===== config.mk =====
export PLATFORM = sky130hd
export DESIGN_NAME = windowed_sample_statistics_core_flat
export DESIGN_NICKNAME = d
export VERILOG_FILES = /design/src/wss_pkg.sv /design/src/wss_if.sv /design/src/windowed_sample_statistics_core.sv /design/src/wss_ctrl.sv /design/src/wss_datapath.sv /design/src/flat_wrapper.sv
export SDC_FILE = /design/constraint.sdc
export NUM_CORES = 2
export LEC_CHECK = 0
export BUFFER_PORTS_ARGS = -buffer_cell sky130_fd_sc_hd__buf_2
export CAP_MARGIN = 30
export CORE_MARGIN = 1
export CORE_UTILIZATION = 60
export DETAILED_ROUTE_END_ITERATION = 10
export HOLD_SLACK_MARGIN = 0.02
export PLACE_DENSITY_LB_ADDON = 0.12
export SYNTH_ARGS = -nofsm -noshare
export SYNTH_HDL_FRONTEND = slang
export SYNTH_SLANG_ARGS = --single-unit

===== constraint.sdc =====
create_clock -name clk -period 16.77 [get_ports clk]
set_input_delay 0.8385 -clock clk [delete_from_list [all_inputs] [get_ports clk]]
set_output_delay 0.8385 -clock clk [all_outputs]
set_load 0.005 [all_outputs]

===== src/wss_pkg.sv =====
// shared types, constants and command codes for the windowed sample statistics block
package wss_pkg;

    localparam int VAL_W           = 16;
    localparam int TIME_W          = 20;
    localparam int MAX_SAMPLES_DEF = 64;

    localparam int CFG_IDX_W  = 2;
    localparam int CFG_DATA_W = 20;

    // register indexes on the configuration channel
    localparam logic [CFG_IDX_W-1:0] REG_WINDOW_START = 2'd0;
    localparam logic [CFG_IDX_W-1:0] REG_WINDOW_STOP  = 2'd1;
    localparam logic [CFG_IDX_W-1:0] REG_FIELD_SELECT = 2'd2;

    localparam logic [TIME_W-1:0] WINDOW_START_RST = 20'h00000;
    localparam logic [TIME_W-1:0] WINDOW_STOP_RST  = 20'hFFFFF;
    localparam logic              FIELD_SELECT_RST = 1'b1;

    // datapath operations issued by the controller
    typedef enum logic [3:0] {
        OP_NONE,
        OP_MUL_INIT_A,
        OP_MUL_INIT_B,
        OP_MUL_INIT_C,
        OP_MUL_STEP,
        OP_DIV_INIT_MEAN,
        OP_DIV_INIT_VAR,
        OP_DIV_STEP,
        OP_SQRT_INIT,
        OP_SQRT_STEP,
        OP_FINISH
    } dp_op_t;

    typedef struct packed {
        dp_op_t op;
        logic   accum;
    } dp_cmd_t;

endpackage


===== src/wss_if.sv =====
// handshake channel interfaces: samples, results and configuration writes
interface wss_sample_if;
    logic                        valid;
    logic                        ready;
    logic [wss_pkg::TIME_W-1:0]  sample_time;
    logic [wss_pkg::VAL_W-1:0]   first_value;
    logic [wss_pkg::VAL_W-1:0]   second_value;
    logic                        last_sample;

    modport source (output valid, sample_time, first_value, second_value, last_sample,
                    input ready);
    modport sink   (input valid, sample_time, first_value, second_value, last_sample,
                    output ready);
endinterface

interface wss_result_if #(parameter int CNT_W = $clog2(wss_pkg::MAX_SAMPLES_DEF + 1));
    logic                      valid;
    logic                      ready;
    logic [wss_pkg::VAL_W-1:0] mean_value;
    logic [wss_pkg::VAL_W-1:0] std_dev;
    logic                      std_dev_valid;
    logic [wss_pkg::VAL_W-1:0] min_value;
    logic [wss_pkg::VAL_W-1:0] max_value;
    logic [CNT_W-1:0]          sample_count;

    modport source (output valid, mean_value, std_dev, std_dev_valid, min_value, max_value,
                    sample_count, input ready);
    modport sink   (input valid, mean_value, std_dev, std_dev_valid, min_value, max_value,
                    sample_count, output ready);
endinterface

interface wss_cfg_if;
    logic                           valid;
    logic                           ready;
    logic [wss_pkg::CFG_IDX_W-1:0]  index;
    logic [wss_pkg::CFG_DATA_W-1:0] data;

    modport source (output valid, index, data, input ready);
    modport sink   (input valid, index, data, output ready);
endinterface


===== src/windowed_sample_statistics_core.sv =====
// top level of the windowed sample statistics block
//
//  channel   modport  dir  carries
//  -------   -------  ---  ---------------------------------------------------------
//  cfg       sink     in   register index and write data (start, stop, field select)
//  samples   sink     in   sample_time, first_value, second_value, last_sample
//  results   source   out  mean, std dev and its valid flag, min, max, sample count
//
//  samples are taken one per cycle while the block accumulates
//  an item with last_sample set starts the result sequence; samples are held off
//  while it runs on the shared shift-add multiplier, the restoring divider and the
//  root unit
//  the result sits in an output register; new samples flow meanwhile, and only a
//  second finished result waits for the first to be taken
//  cfg is always ready; rst_n clears control state and accumulators at once
module windowed_sample_statistics_core #(
    parameter int MAX_SAMPLES = wss_pkg::MAX_SAMPLES_DEF
) (
    input  logic          clk,
    input  logic          rst_n,
    wss_cfg_if.sink       cfg,
    wss_sample_if.sink    samples,
    wss_result_if.source  results
);
    import wss_pkg::*;

    dp_cmd_t cmd;

    // configuration writes take effect in the next cycle
    assign cfg.ready = 1'b1;

    // sequencing: accumulate, then multiply, divide and square root phases
    wss_ctrl #(
        .MAX_SAMPLES (MAX_SAMPLES)
    ) u_ctrl (
        .clk       (clk),
        .rst_n     (rst_n),
        .in_valid  (samples.valid),
        .in_last   (samples.last_sample),
        .in_ready  (samples.ready),
        .out_ready (results.ready),
        .out_valid (results.valid),
        .cmd       (cmd)
    );

    // all arithmetic and the result register
    wss_datapath #(
        .MAX_SAMPLES (MAX_SAMPLES)
    ) u_datapath (
        .clk           (clk),
        .rst_n         (rst_n),
        .cmd           (cmd),
        .cfg_we        (cfg.valid),
        .cfg_index     (cfg.index),
        .cfg_data      (cfg.data),
        .sample_time   (samples.sample_time),
        .first_value   (samples.first_value),
        .second_value  (samples.second_value),
        .mean_value    (results.mean_value),
        .std_dev       (results.std_dev),
        .std_dev_valid (results.std_dev_valid),
        .min_value     (results.min_value),
        .max_value     (results.max_value),
        .sample_count  (results.sample_count)
    );

endmodule


===== src/wss_ctrl.sv =====
// controller state machine: accumulate phase and the result computation sequence
module wss_ctrl #(
    parameter int MAX_SAMPLES = wss_pkg::MAX_SAMPLES_DEF
) (
    input  logic             clk,
    input  logic             rst_n,
    input  logic             in_valid,
    input  logic             in_last,
    output logic             in_ready,
    input  logic             out_ready,
    output logic             out_valid,
    output wss_pkg::dp_cmd_t cmd
);
    import wss_pkg::*;

    localparam int CNT_W  = $clog2(MAX_SAMPLES + 1);
    localparam int LOG_W  = $clog2(MAX_SAMPLES);
    localparam int SUM_W  = VAL_W + LOG_W;
    localparam int NUM_W  = 2 * SUM_W;
    localparam int STEP_W = $clog2(NUM_W + 1);

    typedef enum logic [8:0] {
        ST_ACCUM  = 9'b000000001,
        ST_START  = 9'b000000010,
        ST_MUL_A  = 9'b000000100,
        ST_MUL_B  = 9'b000001000,
        ST_MUL_C  = 9'b000010000,
        ST_DIV_M  = 9'b000100000,
        ST_DIV_V  = 9'b001000000,
        ST_SQRT   = 9'b010000000,
        ST_FINISH = 9'b100000000
    } state_t;

    state_t              state_reg, state_next;
    logic [STEP_W-1:0]   steps_reg, steps_next;
    logic                out_valid_reg, out_valid_next;
    logic                in_fire;
    logic                steps_left;

    assign in_ready   = (state_reg == ST_ACCUM);
    assign in_fire    = in_valid && in_ready;
    assign out_valid  = out_valid_reg;
    assign steps_left = (steps_reg != '0);

    always_comb
    begin
        state_next     = state_reg;
        steps_next     = steps_reg;
        out_valid_next = out_valid_reg && !out_ready;
        cmd.op         = OP_NONE;
        cmd.accum      = in_fire;
        unique case (state_reg)
            ST_ACCUM:
            begin
                if (in_fire && in_last)
                begin
                    state_next = ST_START;
                end
            end
            ST_START:
            begin
                cmd.op     = OP_MUL_INIT_A;
                steps_next = STEP_W'(CNT_W);
                state_next = ST_MUL_A;
            end
            ST_MUL_A:
            begin
                if (steps_left)
                begin
                    cmd.op     = OP_MUL_STEP;
                    steps_next = steps_reg - 1'b1;
                end
                else
                begin
                    cmd.op     = OP_MUL_INIT_B;
                    steps_next = STEP_W'(SUM_W);
                    state_next = ST_MUL_B;
                end
            end
            ST_MUL_B:
            begin
                if (steps_left)
                begin
                    cmd.op     = OP_MUL_STEP;
                    steps_next = steps_reg - 1'b1;
                end
                else
                begin
                    cmd.op     = OP_MUL_INIT_C;
                    steps_next = STEP_W'(CNT_W);
                    state_next = ST_MUL_C;
                end
            end
            ST_MUL_C:
            begin
                if (steps_left)
                begin
                    cmd.op     = OP_MUL_STEP;
                    steps_next = steps_reg - 1'b1;
                end
                else
                begin
                    cmd.op     = OP_DIV_INIT_MEAN;
                    steps_next = STEP_W'(SUM_W);
                    state_next = ST_DIV_M;
                end
            end
            ST_DIV_M:
            begin
                if (steps_left)
                begin
                    cmd.op     = OP_DIV_STEP;
                    steps_next = steps_reg - 1'b1;
                end
                else
                begin
                    cmd.op     = OP_DIV_INIT_VAR;
                    steps_next = STEP_W'(NUM_W);
                    state_next = ST_DIV_V;
                end
            end
            ST_DIV_V:
            begin
                if (steps_left)
                begin
                    cmd.op     = OP_DIV_STEP;
                    steps_next = steps_reg - 1'b1;
                end
                else
                begin
                    cmd.op     = OP_SQRT_INIT;
                    steps_next = STEP_W'(VAL_W);
                    state_next = ST_SQRT;
                end
            end
            ST_SQRT:
            begin
                if (steps_left)
                begin
                    cmd.op     = OP_SQRT_STEP;
                    steps_next = steps_reg - 1'b1;
                end
                else
                begin
                    state_next = ST_FINISH;
                end
            end
            ST_FINISH:
            begin
                // wait here while the previous result is still unread
                if (!out_valid_reg || out_ready)
                begin
                    cmd.op         = OP_FINISH;
                    out_valid_next = 1'b1;
                    state_next     = ST_ACCUM;
                end
            end
            default:
            begin
                state_next = ST_ACCUM;
            end
        endcase
    end

    always_ff @(posedge clk or negedge rst_n)
    begin
        if (!rst_n)
        begin
            state_reg     <= ST_ACCUM;
            steps_reg     <= '0;
            out_valid_reg <= 1'b0;
        end
        else
        begin
            state_reg     <= state_next;
            steps_reg     <= steps_next;
            out_valid_reg <= out_valid_next;
        end
    end

endmodule


===== src/wss_datapath.sv =====
// datapath: config registers, accumulators, shift-add multiplier, divider, square root
module wss_datapath #(
    parameter int MAX_SAMPLES = wss_pkg::MAX_SAMPLES_DEF
) (
    input  logic                               clk,
    input  logic                               rst_n,
    input  wss_pkg::dp_cmd_t                   cmd,
    input  logic                               cfg_we,
    input  logic [wss_pkg::CFG_IDX_W-1:0]      cfg_index,
    input  logic [wss_pkg::CFG_DATA_W-1:0]     cfg_data,
    input  logic [wss_pkg::TIME_W-1:0]         sample_time,
    input  logic [wss_pkg::VAL_W-1:0]          first_value,
    input  logic [wss_pkg::VAL_W-1:0]          second_value,
    output logic [wss_pkg::VAL_W-1:0]          mean_value,
    output logic [wss_pkg::VAL_W-1:0]          std_dev,
    output logic                               std_dev_valid,
    output logic [wss_pkg::VAL_W-1:0]          min_value,
    output logic [wss_pkg::VAL_W-1:0]          max_value,
    output logic [$clog2(MAX_SAMPLES + 1)-1:0] sample_count
);
    import wss_pkg::*;

    localparam int CNT_W = $clog2(MAX_SAMPLES + 1);
    localparam int LOG_W = $clog2(MAX_SAMPLES);
    localparam int SUM_W = VAL_W + LOG_W;
    localparam int SQ_W  = 2 * VAL_W + LOG_W;
    localparam int NUM_W = 2 * SUM_W;
    localparam int DEN_W = 2 * CNT_W;
    localparam int RAD_W = 2 * VAL_W;

    // configuration
    logic [TIME_W-1:0] window_start_reg;
    logic [TIME_W-1:0] window_stop_reg;
    logic              field_select_reg;

    // accumulators
    logic [CNT_W-1:0] cnt_reg;
    logic [SUM_W-1:0] sum_reg;
    logic [SQ_W-1:0]  sq_reg;
    logic [VAL_W-1:0] min_reg;
    logic [VAL_W-1:0] max_reg;

    // working registers
    logic [NUM_W-1:0] prod_reg;
    logic [NUM_W-1:0] mcand_reg;
    logic [SUM_W-1:0] mplier_reg;
    logic [NUM_W-1:0] a_reg;
    logic [DEN_W-1:0] den_reg;
    logic [DEN_W-1:0] div_reg;
    logic [DEN_W-1:0] rem_reg;
    logic [NUM_W-1:0] quo_reg;
    logic [VAL_W-1:0] mean_reg;
    logic [RAD_W-1:0] rad_reg;
    logic [VAL_W+1:0] srem_reg;
    logic [VAL_W-1:0] root_reg;

    // result registers
    logic [VAL_W-1:0] res_mean_reg;
    logic [VAL_W-1:0] res_sd_reg;
    logic             res_sd_valid_reg;
    logic [VAL_W-1:0] res_min_reg;
    logic [VAL_W-1:0] res_max_reg;
    logic [CNT_W-1:0] res_cnt_reg;

    logic [VAL_W-1:0]   sel_value;
    logic [2*VAL_W-1:0] sel_sq;
    logic               hit;
    logic [DEN_W:0]     div_sh;
    logic               div_ge;
    logic [VAL_W+1:0]   sq_sh;
    logic [VAL_W+1:0]   sq_trial;
    logic               sq_ge;
    logic               cnt_ge2;

    assign sel_value = field_select_reg ? second_value : first_value;
    // full width square of the measured value
    assign sel_sq    = sel_value * sel_value;
    assign hit = (sample_time > window_start_reg) && (sample_time < window_stop_reg)
              && (cnt_reg < CNT_W'(MAX_SAMPLES));

    // restoring division step
    assign div_sh = {rem_reg, quo_reg[NUM_W-1]};
    assign div_ge = (div_sh >= {1'b0, div_reg});

    // square root digit step
    assign sq_sh    = {srem_reg[VAL_W-1:0], rad_reg[RAD_W-1 -: 2]};
    assign sq_trial = {root_reg, 2'b01};
    assign sq_ge    = (sq_sh >= sq_trial);

    assign cnt_ge2 = (cnt_reg >= CNT_W'(2));

    always_ff @(posedge clk or negedge rst_n)
    begin
        if (!rst_n)
        begin
            window_start_reg <= WINDOW_START_RST;
            window_stop_reg  <= WINDOW_STOP_RST;
            field_select_reg <= FIELD_SELECT_RST;
        end
        else if (cfg_we)
        begin
            unique case (cfg_index)
                REG_WINDOW_START: window_start_reg <= cfg_data[TIME_W-1:0];
                REG_WINDOW_STOP:  window_stop_reg  <= cfg_data[TIME_W-1:0];
                REG_FIELD_SELECT: field_select_reg <= cfg_data[0];
                default:          ;
            endcase
        end
    end

    always_ff @(posedge clk or negedge rst_n)
    begin
        if (!rst_n)
        begin
            cnt_reg <= '0;
            sum_reg <= '0;
            sq_reg  <= '0;
            min_reg <= '0;
            max_reg <= '0;
        end
        else if (cmd.op == OP_FINISH)
        begin
            cnt_reg <= '0;
            sum_reg <= '0;
            sq_reg  <= '0;
            min_reg <= '0;
            max_reg <= '0;
        end
        else if (cmd.accum && hit)
        begin
            if (cnt_reg == '0)
            begin
                min_reg <= sel_value;
                max_reg <= sel_value;
            end
            else
            begin
                if (sel_value < min_reg)
                begin
                    min_reg <= sel_value;
                end
                if (sel_value > max_reg)
                begin
                    max_reg <= sel_value;
                end
            end
            cnt_reg <= cnt_reg + 1'b1;
            sum_reg <= sum_reg + SUM_W'(sel_value);
            sq_reg  <= sq_reg + SQ_W'(sel_sq);
        end
    end

    always_ff @(posedge clk)
    begin
        case (cmd.op)
            OP_MUL_INIT_A:
            begin
                prod_reg   <= '0;
                mcand_reg  <= NUM_W'(sq_reg);
                mplier_reg <= SUM_W'(cnt_reg);
            end
            OP_MUL_INIT_B:
            begin
                a_reg      <= prod_reg;
                prod_reg   <= '0;
                mcand_reg  <= NUM_W'(sum_reg);
                mplier_reg <= sum_reg;
            end
            OP_MUL_INIT_C:
            begin
                a_reg      <= a_reg - prod_reg;
                prod_reg   <= '0;
                mcand_reg  <= NUM_W'(cnt_reg);
                mplier_reg <= SUM_W'(cnt_reg - 1'b1);
            end
            OP_MUL_STEP:
            begin
                if (mplier_reg[0])
                begin
                    prod_reg <= prod_reg + mcand_reg;
                end
                mcand_reg  <= {mcand_reg[NUM_W-2:0], 1'b0};
                mplier_reg <= {1'b0, mplier_reg[SUM_W-1:1]};
            end
            OP_DIV_INIT_MEAN:
            begin
                den_reg <= prod_reg[DEN_W-1:0];
                div_reg <= DEN_W'(cnt_reg);
                rem_reg <= '0;
                quo_reg <= {sum_reg, {(NUM_W - SUM_W){1'b0}}};
            end
            OP_DIV_INIT_VAR:
            begin
                mean_reg <= quo_reg[VAL_W-1:0];
                div_reg  <= den_reg;
                rem_reg  <= '0;
                quo_reg  <= a_reg;
            end
            OP_DIV_STEP:
            begin
                rem_reg <= div_ge ? DEN_W'(div_sh - {1'b0, div_reg}) : div_sh[DEN_W-1:0];
                quo_reg <= {quo_reg[NUM_W-2:0], div_ge};
            end
            OP_SQRT_INIT:
            begin
                rad_reg  <= quo_reg[RAD_W-1:0];
                srem_reg <= '0;
                root_reg <= '0;
            end
            OP_SQRT_STEP:
            begin
                srem_reg <= sq_ge ? (sq_sh - sq_trial) : sq_sh;
                root_reg <= {root_reg[VAL_W-2:0], sq_ge};
                rad_reg  <= {rad_reg[RAD_W-3:0], 2'b00};
            end
            OP_FINISH:
            begin
                res_mean_reg     <= (cnt_reg != '0) ? mean_reg : '0;
                res_sd_reg       <= cnt_ge2 ? root_reg : '0;
                res_sd_valid_reg <= cnt_ge2;
                res_min_reg      <= min_reg;
                res_max_reg      <= max_reg;
                res_cnt_reg      <= cnt_reg;
            end
            default:
            begin
            end
        endcase
    end

    assign mean_value    = res_mean_reg;
    assign std_dev       = res_sd_reg;
    assign std_dev_valid = res_sd_valid_reg;
    assign min_value     = res_min_reg;
    assign max_value     = res_max_reg;
    assign sample_count  = res_cnt_reg;

endmodule


===== src/flat_wrapper.sv =====
// flat-port wrapper written by rule: the top's interface ports become plain ports
module windowed_sample_statistics_core_flat import wss_pkg::*;
#(
    parameter int MAX_SAMPLES = wss_pkg::MAX_SAMPLES_DEF
)
  (clk, rst_n, cfg_valid, cfg_index, cfg_data, cfg_ready, samples_valid, samples_sample_time, samples_first_value, samples_second_value, samples_last_sample, samples_ready, results_valid, results_mean_value, results_std_dev, results_std_dev_valid, results_min_value, results_max_value, results_sample_count, results_ready);
  wss_cfg_if cfg_i ();
  wss_sample_if samples_i ();
  wss_result_if results_i ();
  input  logic clk;
  input  logic rst_n;
  input wire logic [$bits(cfg_i.valid)-1:0] cfg_valid;
  input wire logic [$bits(cfg_i.index)-1:0] cfg_index;
  input wire logic [$bits(cfg_i.data)-1:0] cfg_data;
  output wire logic [$bits(cfg_i.ready)-1:0] cfg_ready;
  input wire logic [$bits(samples_i.valid)-1:0] samples_valid;
  input wire logic [$bits(samples_i.sample_time)-1:0] samples_sample_time;
  input wire logic [$bits(samples_i.first_value)-1:0] samples_first_value;
  input wire logic [$bits(samples_i.second_value)-1:0] samples_second_value;
  input wire logic [$bits(samples_i.last_sample)-1:0] samples_last_sample;
  output wire logic [$bits(samples_i.ready)-1:0] samples_ready;
  output wire logic [$bits(results_i.valid)-1:0] results_valid;
  output wire logic [$bits(results_i.mean_value)-1:0] results_mean_value;
  output wire logic [$bits(results_i.std_dev)-1:0] results_std_dev;
  output wire logic [$bits(results_i.std_dev_valid)-1:0] results_std_dev_valid;
  output wire logic [$bits(results_i.min_value)-1:0] results_min_value;
  output wire logic [$bits(results_i.max_value)-1:0] results_max_value;
  output wire logic [$bits(results_i.sample_count)-1:0] results_sample_count;
  input wire logic [$bits(results_i.ready)-1:0] results_ready;
  assign cfg_i.valid = cfg_valid;
  assign cfg_i.index = cfg_index;
  assign cfg_i.data = cfg_data;
  assign cfg_ready = cfg_i.ready;
  assign samples_i.valid = samples_valid;
  assign samples_i.sample_time = samples_sample_time;
  assign samples_i.first_value = samples_first_value;
  assign samples_i.second_value = samples_second_value;
  assign samples_i.last_sample = samples_last_sample;
  assign samples_ready = samples_i.ready;
  assign results_valid = results_i.valid;
  assign results_mean_value = results_i.mean_value;
  assign results_std_dev = results_i.std_dev;
  assign results_std_dev_valid = results_i.std_dev_valid;
  assign results_min_value = results_i.min_value;
  assign results_max_value = results_i.max_value;
  assign results_sample_count = results_i.sample_count;
  assign results_i.ready = results_ready;
  windowed_sample_statistics_core #(.MAX_SAMPLES(MAX_SAMPLES)) u_core (.clk(clk), .rst_n(rst_n), .cfg(cfg_i), .samples(samples_i), .results(results_i));
endmodule

# Word level (Yosys, flattened, before mapping)
# Cells that the tools add are included.
# totals
out_inout_bits,75
register_bits,548
word_cells,166
in_bits,80
# classes
order_cmp,8
multipliers,1
n_addsub,9
eq_ne,31
reduce_logical,35
mux,53
# op_table
op,n
$pmux W44 S2,2
$pmux W44 S4,1
$mux W16,10
$pmux W44 S3,1
$pmux W22 S4,1
$pmux W9 S9,1
$mux W38,2
$mux W9,8
$pmux W16 S2,2
$pmux W32 S2,1
$pmux W14 S2,2
$add A44 B44 Y44,1
$mux W22,2
$mux W44,1
$sub A44 B44 Y44,1
$add A38 B32 Y38,1
$pmux W6 S6,1
$mul A16 B16 Y32,1
$pmux W4 S8,1
$mux W6,5
$add A22 B16 Y22,1
$gt A20 B20 Y1,1
$lt A20 B20 Y1,1
$ge A18 B18 Y1,1
other kinds (46),88

# Longest topological paths before layout
# logic_depth
depth_word,8
mapped_depth,30
mapped_depth_nobuf,26

# By module
# Synthesis repeated with hierarchy kept, for this count alone.
# unflattened
cells_unflattened,4049
hier_area_um2,39676.8
# modules_own_cells
module,cells_per_inst,seq_area_each_um2,area_per_inst_um2,instances
wss_datapath,3892,15300.9,38343.0,1
wss_ctrl,155,401.6,1322.5,1
windowed_sample_statistics_core,2,0.0,11.3,1

# Least setup slack after synthesis
# No wires, ideal clock.
# synth_timing
path_kind,reg-to-reg
from,register u_core.u_datapath.field_select_reg
to,register u_core.u_datapath.sq_reg[36]
slack_ns,8.978
stages_incl_launch_ff,31
required_time_ns,16.529
n_path_buf,4
setup_ns,0.241
arrival_time_ns,7.551
synth_period_minus_slack_ns,7.792
cell_sequence,dfstp_2 -> buf_2 -> buf_1 -> mux2i_1 -> inv_1 -> clkbuf_1 -> nand2_1 -> inv_1 -> fa_1 -> inv_1 -> fa_1 -> inv_1 -> fa_1 -> fa_1 -> fa_1 -> inv_1 -> fa_1 -> inv_1 -> ha_1 -> clkbuf_1 -> nand2_1 -> nor2_1 -> and2_1 -> o21ai_0 -> o21ai_0 -> o41ai_2 -> o21ai_1 -> a41o_1 -> o211ai_1 -> xor2_1 -> nor2_1
# synth_via
elab_chain_len,5
# synth_rtl
element,line,source
"start, declared",wss_datapath.sv:34,logic field_select_reg;
"start signal, assigned",wss_datapath.sv:105,REG_FIELD_SELECT: field_select_reg <= cfg_data[0];
$mux W16,wss_datapath.sv:75,assign sel_value = field_select_reg ? second_value : first_value;
$mul A16 B16 Y32,wss_datapath.sv:77,assign sel_sq = sel_value * sel_value;
$add A38 B32 Y38,wss_datapath.sv:149,sq_reg <= sq_reg + SQ_W'(sel_sq);
$mux W38,wss_datapath.sv:129,else if (cmd.accum && hit)
$mux W38,wss_datapath.sv:121,else if (cmd.op == OP_FINISH)
"end signal, assigned",wss_datapath.sv:149,
"end, declared",wss_datapath.sv:39,logic [SQ_W-1:0] sq_reg;
# No other way between the ends. The select of a mux whose other input is x is not followed.
# A chain may end at the register's enable or synchronous reset.

# Final worst setup path
# layout_timing
from,register u_core.u_datapath.field_select_reg
to,register u_core.u_datapath.sq_reg[32]
# Same word-level chain as after synthesis.

==> metrics.cfg <==
[timing]
timing.final.crit_share=0.5258
fmax_ghz=0.1134
slew_headroom=0.2900
skew_ns=0.03962
finalSetupTns_ns=0
rsz0062_at_grt=no
maxSlewViolCount=0
holdWs_ns=0.09707
final-setup-viol-count=0
period_minus_slack_ns=8.818
hold_viol=0
worst_pin_slew_ns=1.035

[cts]
cts-root-buf=clkbuf_16
cts_inserted_buffers=58
clk_pin_slew_worst_paths_ns=0.06
htreeDepth=2
hold_buffers=0
cts_tree=built
clock_sinks=548
clkLatencyLatePin_ns=0.64
postCtsSetupRepairBufs=0
post_cts_resized=0
cts_buffer_depth=3

[critical_path]
crit_required_ns=17.26
r2r_end=u_core.u_datapath.sq_reg[32]$_DFFE_PN0P_
slowest_stage=dfstp_2
crit_path_start=u_core.u_datapath.field_select_reg$_DFFE_PN1P_
worstSetupStartpointType=flip-flop
path_buf_inv=7
path_depth=27
cp_max_fo=17
rr_startpoint=u_core.u_datapath.field_select_reg$_DFFE_PN1P_
worstPathArrival_ns=9.31
crit_path_end_kind=flip-flop
cp-endpoint=u_core.u_datapath.sq_reg[32]$_DFFE_PN0P_
timing.reg2reg.setup_slack_ns=7.95
max_stage_delay_ns=0.92
r2r_cells=27
path_class=flip-flop to flip-flop
critPathTopFamily=adder cells

[logic_synthesis]
synth_edf_count=392
ys_top_cells_by_count=553 x inv_1, 493 x nand2_1, 392 x edfxtp_1, 313 x ha_1, 276 x nor2_1
synthTopCellsByArea=edfxtp_1 30%, fa_1 10%, ha_1 10%
postSynthAreaPerCell_um2=9.827
yosysSeqAreaShare=0.4032
synthCells=3963
syn_nets=4557
syn_area_um2=38940
async_flop_share=0.2847
ys.flop_type=edfxtp_1
synth_top_area_frac=0.3023
synth_seq_cells=548
yosysMostFrequentCell=inv_1
synth_cell_type_count=85
synth_area_leader_cell=edfxtp_1
yosysWarnings=0

[route]
vias_per_cell=5.720
top_layer=met4
met1_length_um=39130
drc=0
routedWlPerCell_um=18.33
ant_nets=0
first_iter_violations=2007
dr_total_vias=28460
drt_wl_total_um=91190
drtPass1Iterations=6
wl_met2_um=44590
wl_met3_um=5004

[place]
numPortBuffers=153
hpwl_um=67700
gp_congestion=0.8992

[die]
die_x_um=256.8
die_h_um=256.8
io_pins=155
fp-row-count=93
core_um2=64350
fp.dieArea_um2=65930
initial_core_util=0.6052

[global_routing]
grt_first_pass_wirelength_um=146800
overflow=0
grt_max_degree=92
antenna_found_initial=1
grt_use_total=0.2792
grt_pass1_vias=28130

[run_status]
status=finished, final reports clean

[run]
max_cap_violations=0

[layout]
syn_to_final_growth_pct=9.709
seqCellArea_um2=15700
fin_nets=4664
nFillCells=5113
multi_input_area_um2=20660
diodes=0
drive_gt1_frac=0.09417

[hold_path]
hp-class=input port to asynchronous set/reset pin

layout make-up:
| cell class | instances | area share |
|---|---|---|
| Clock buffer | 75 | 0.03763 |
| Multi-Input combinational cell | 2704 | 0.4835 |
| Inverter | 558 | 0.04908 |
| Clock inverter | 35 | 0.009488 |
| Timing Repair Buffer | 200 | 0.02773 |
| Tap cell | 855 | 0.02504 |
| Sequential cell | 548 | 0.3675 |
worst reg2reg max path: stages (launching register included):
cell	delay, ns
dfstp_2	0.92
mux2i_1	0.93
inv_1	0.34
buf_4	0.31
nand2_1	0.12
inv_1	0.07
fa_1	0.48
inv_1	0.05
fa_1	0.46
fa_1	0.49
fa_1	0.50
inv_1	0.06
fa_1	0.53
inv_1	0.06
fa_1	0.53
inv_1	0.04
ha_1	0.35
nand2_1	0.13
nor2_1	0.07
a221oi_1	0.35
o21a_1	0.18
o21ai_0	0.22
o41ai_2	0.51
o21ai_1	0.23
a221o_1	0.35
a21oi_1	0.18
xor2_1	0.17
o21ai_1	0.07
per-stage QoR:
step | setup slack, ns | std cells | instance area [µm²] | util
2_1_floorplan | 8.978 | 3963 | 38940 | -
3_3_place_gp | 8.294 | 4857 | 40590 | 0.6308
3_5_place_dp | 8.071 | 4863 | 40680 | 0.6322
4_1_cts | 8.027 | 4973 | 42690 | 0.6635
5_1_grt | 7.561 | 4975 | 42720 | 0.6640
6_report | 7.952 | 4975 | 42720 | 0.6640
placed cells by master (no fill, tap or decap), drive strengths merged, types with 13 or more instances in the layout:
master  count
o31ai      17
a21boi     13
or3        17
a21o      126
mux2i      62
a211oi     47
clkbuf     76
xor2       69
buf       199
nand2b     32
nand4      25
o211ai     15
clkinv     23
fa        201
and3       30
mux2       23
nor3       38
inv       556
o21bai     14
a221o      31
a21oi     173
or2        15
dfstp      22
and2       47
ha        313
o21a       39
nand2     494
nor2      278
xnor2      86
nand3     111
nor2b      30
a31oi      18
dfrtp     134
o21ai     222
edfxtp    392
worst min-delay path by stage:
stage / end / slack [ns] / cells after the start
global route: u_core.u_datapath.sq_reg[2]$_DFFE_PN0P_ / 0.1 / 1
detailed placement: u_core.u_datapath.min_value[12]$_DFFE_PN_ / 0.43 / 0
finish: u_core.u_datapath.max_reg[3]$_DFFE_PN0P_ / 0.1 / 1
floorplan: u_core.u_datapath.sample_count[2]$_DFFE_PN_ / 0.42 / 0
CTS: u_core.u_datapath.sq_reg[2]$_DFFE_PN0P_ / 0.35 / 1
global placement: u_core.u_datapath.min_value[1]$_DFFE_PN_ / 0.43 / 0
routing by layer:
layer,vias to the layer above,GRT usage
met2,703,0.4750
met1,13830,0.3729
met4,0,0.07870
met3,164,0.03924
met5,-,0
li1,13760,-
logic make-up (layout without fill, tap and decap cells):
family | after synthesis | count (layout) | share of synthesized area
and+or+nand+nor | 1158 | 1158 | 0.1341
AOI/OAI and AO/OA | 791 | 791 | 0.1317
buffers and inverters | 711 | 868 | 0.06956
DFF | 548 | 548 | 0.4032
adders and majority gates | 514 | 514 | 0.2039
xor gates and xnor gates | 155 | 155 | 0.03486
muxes | 85 | 85 | 0.02259
other | 1 | 1 | 0.00009629
Power is not shown: default switching activity piles up to over one toggle a cycle in this logic, so the estimate is an artifact.
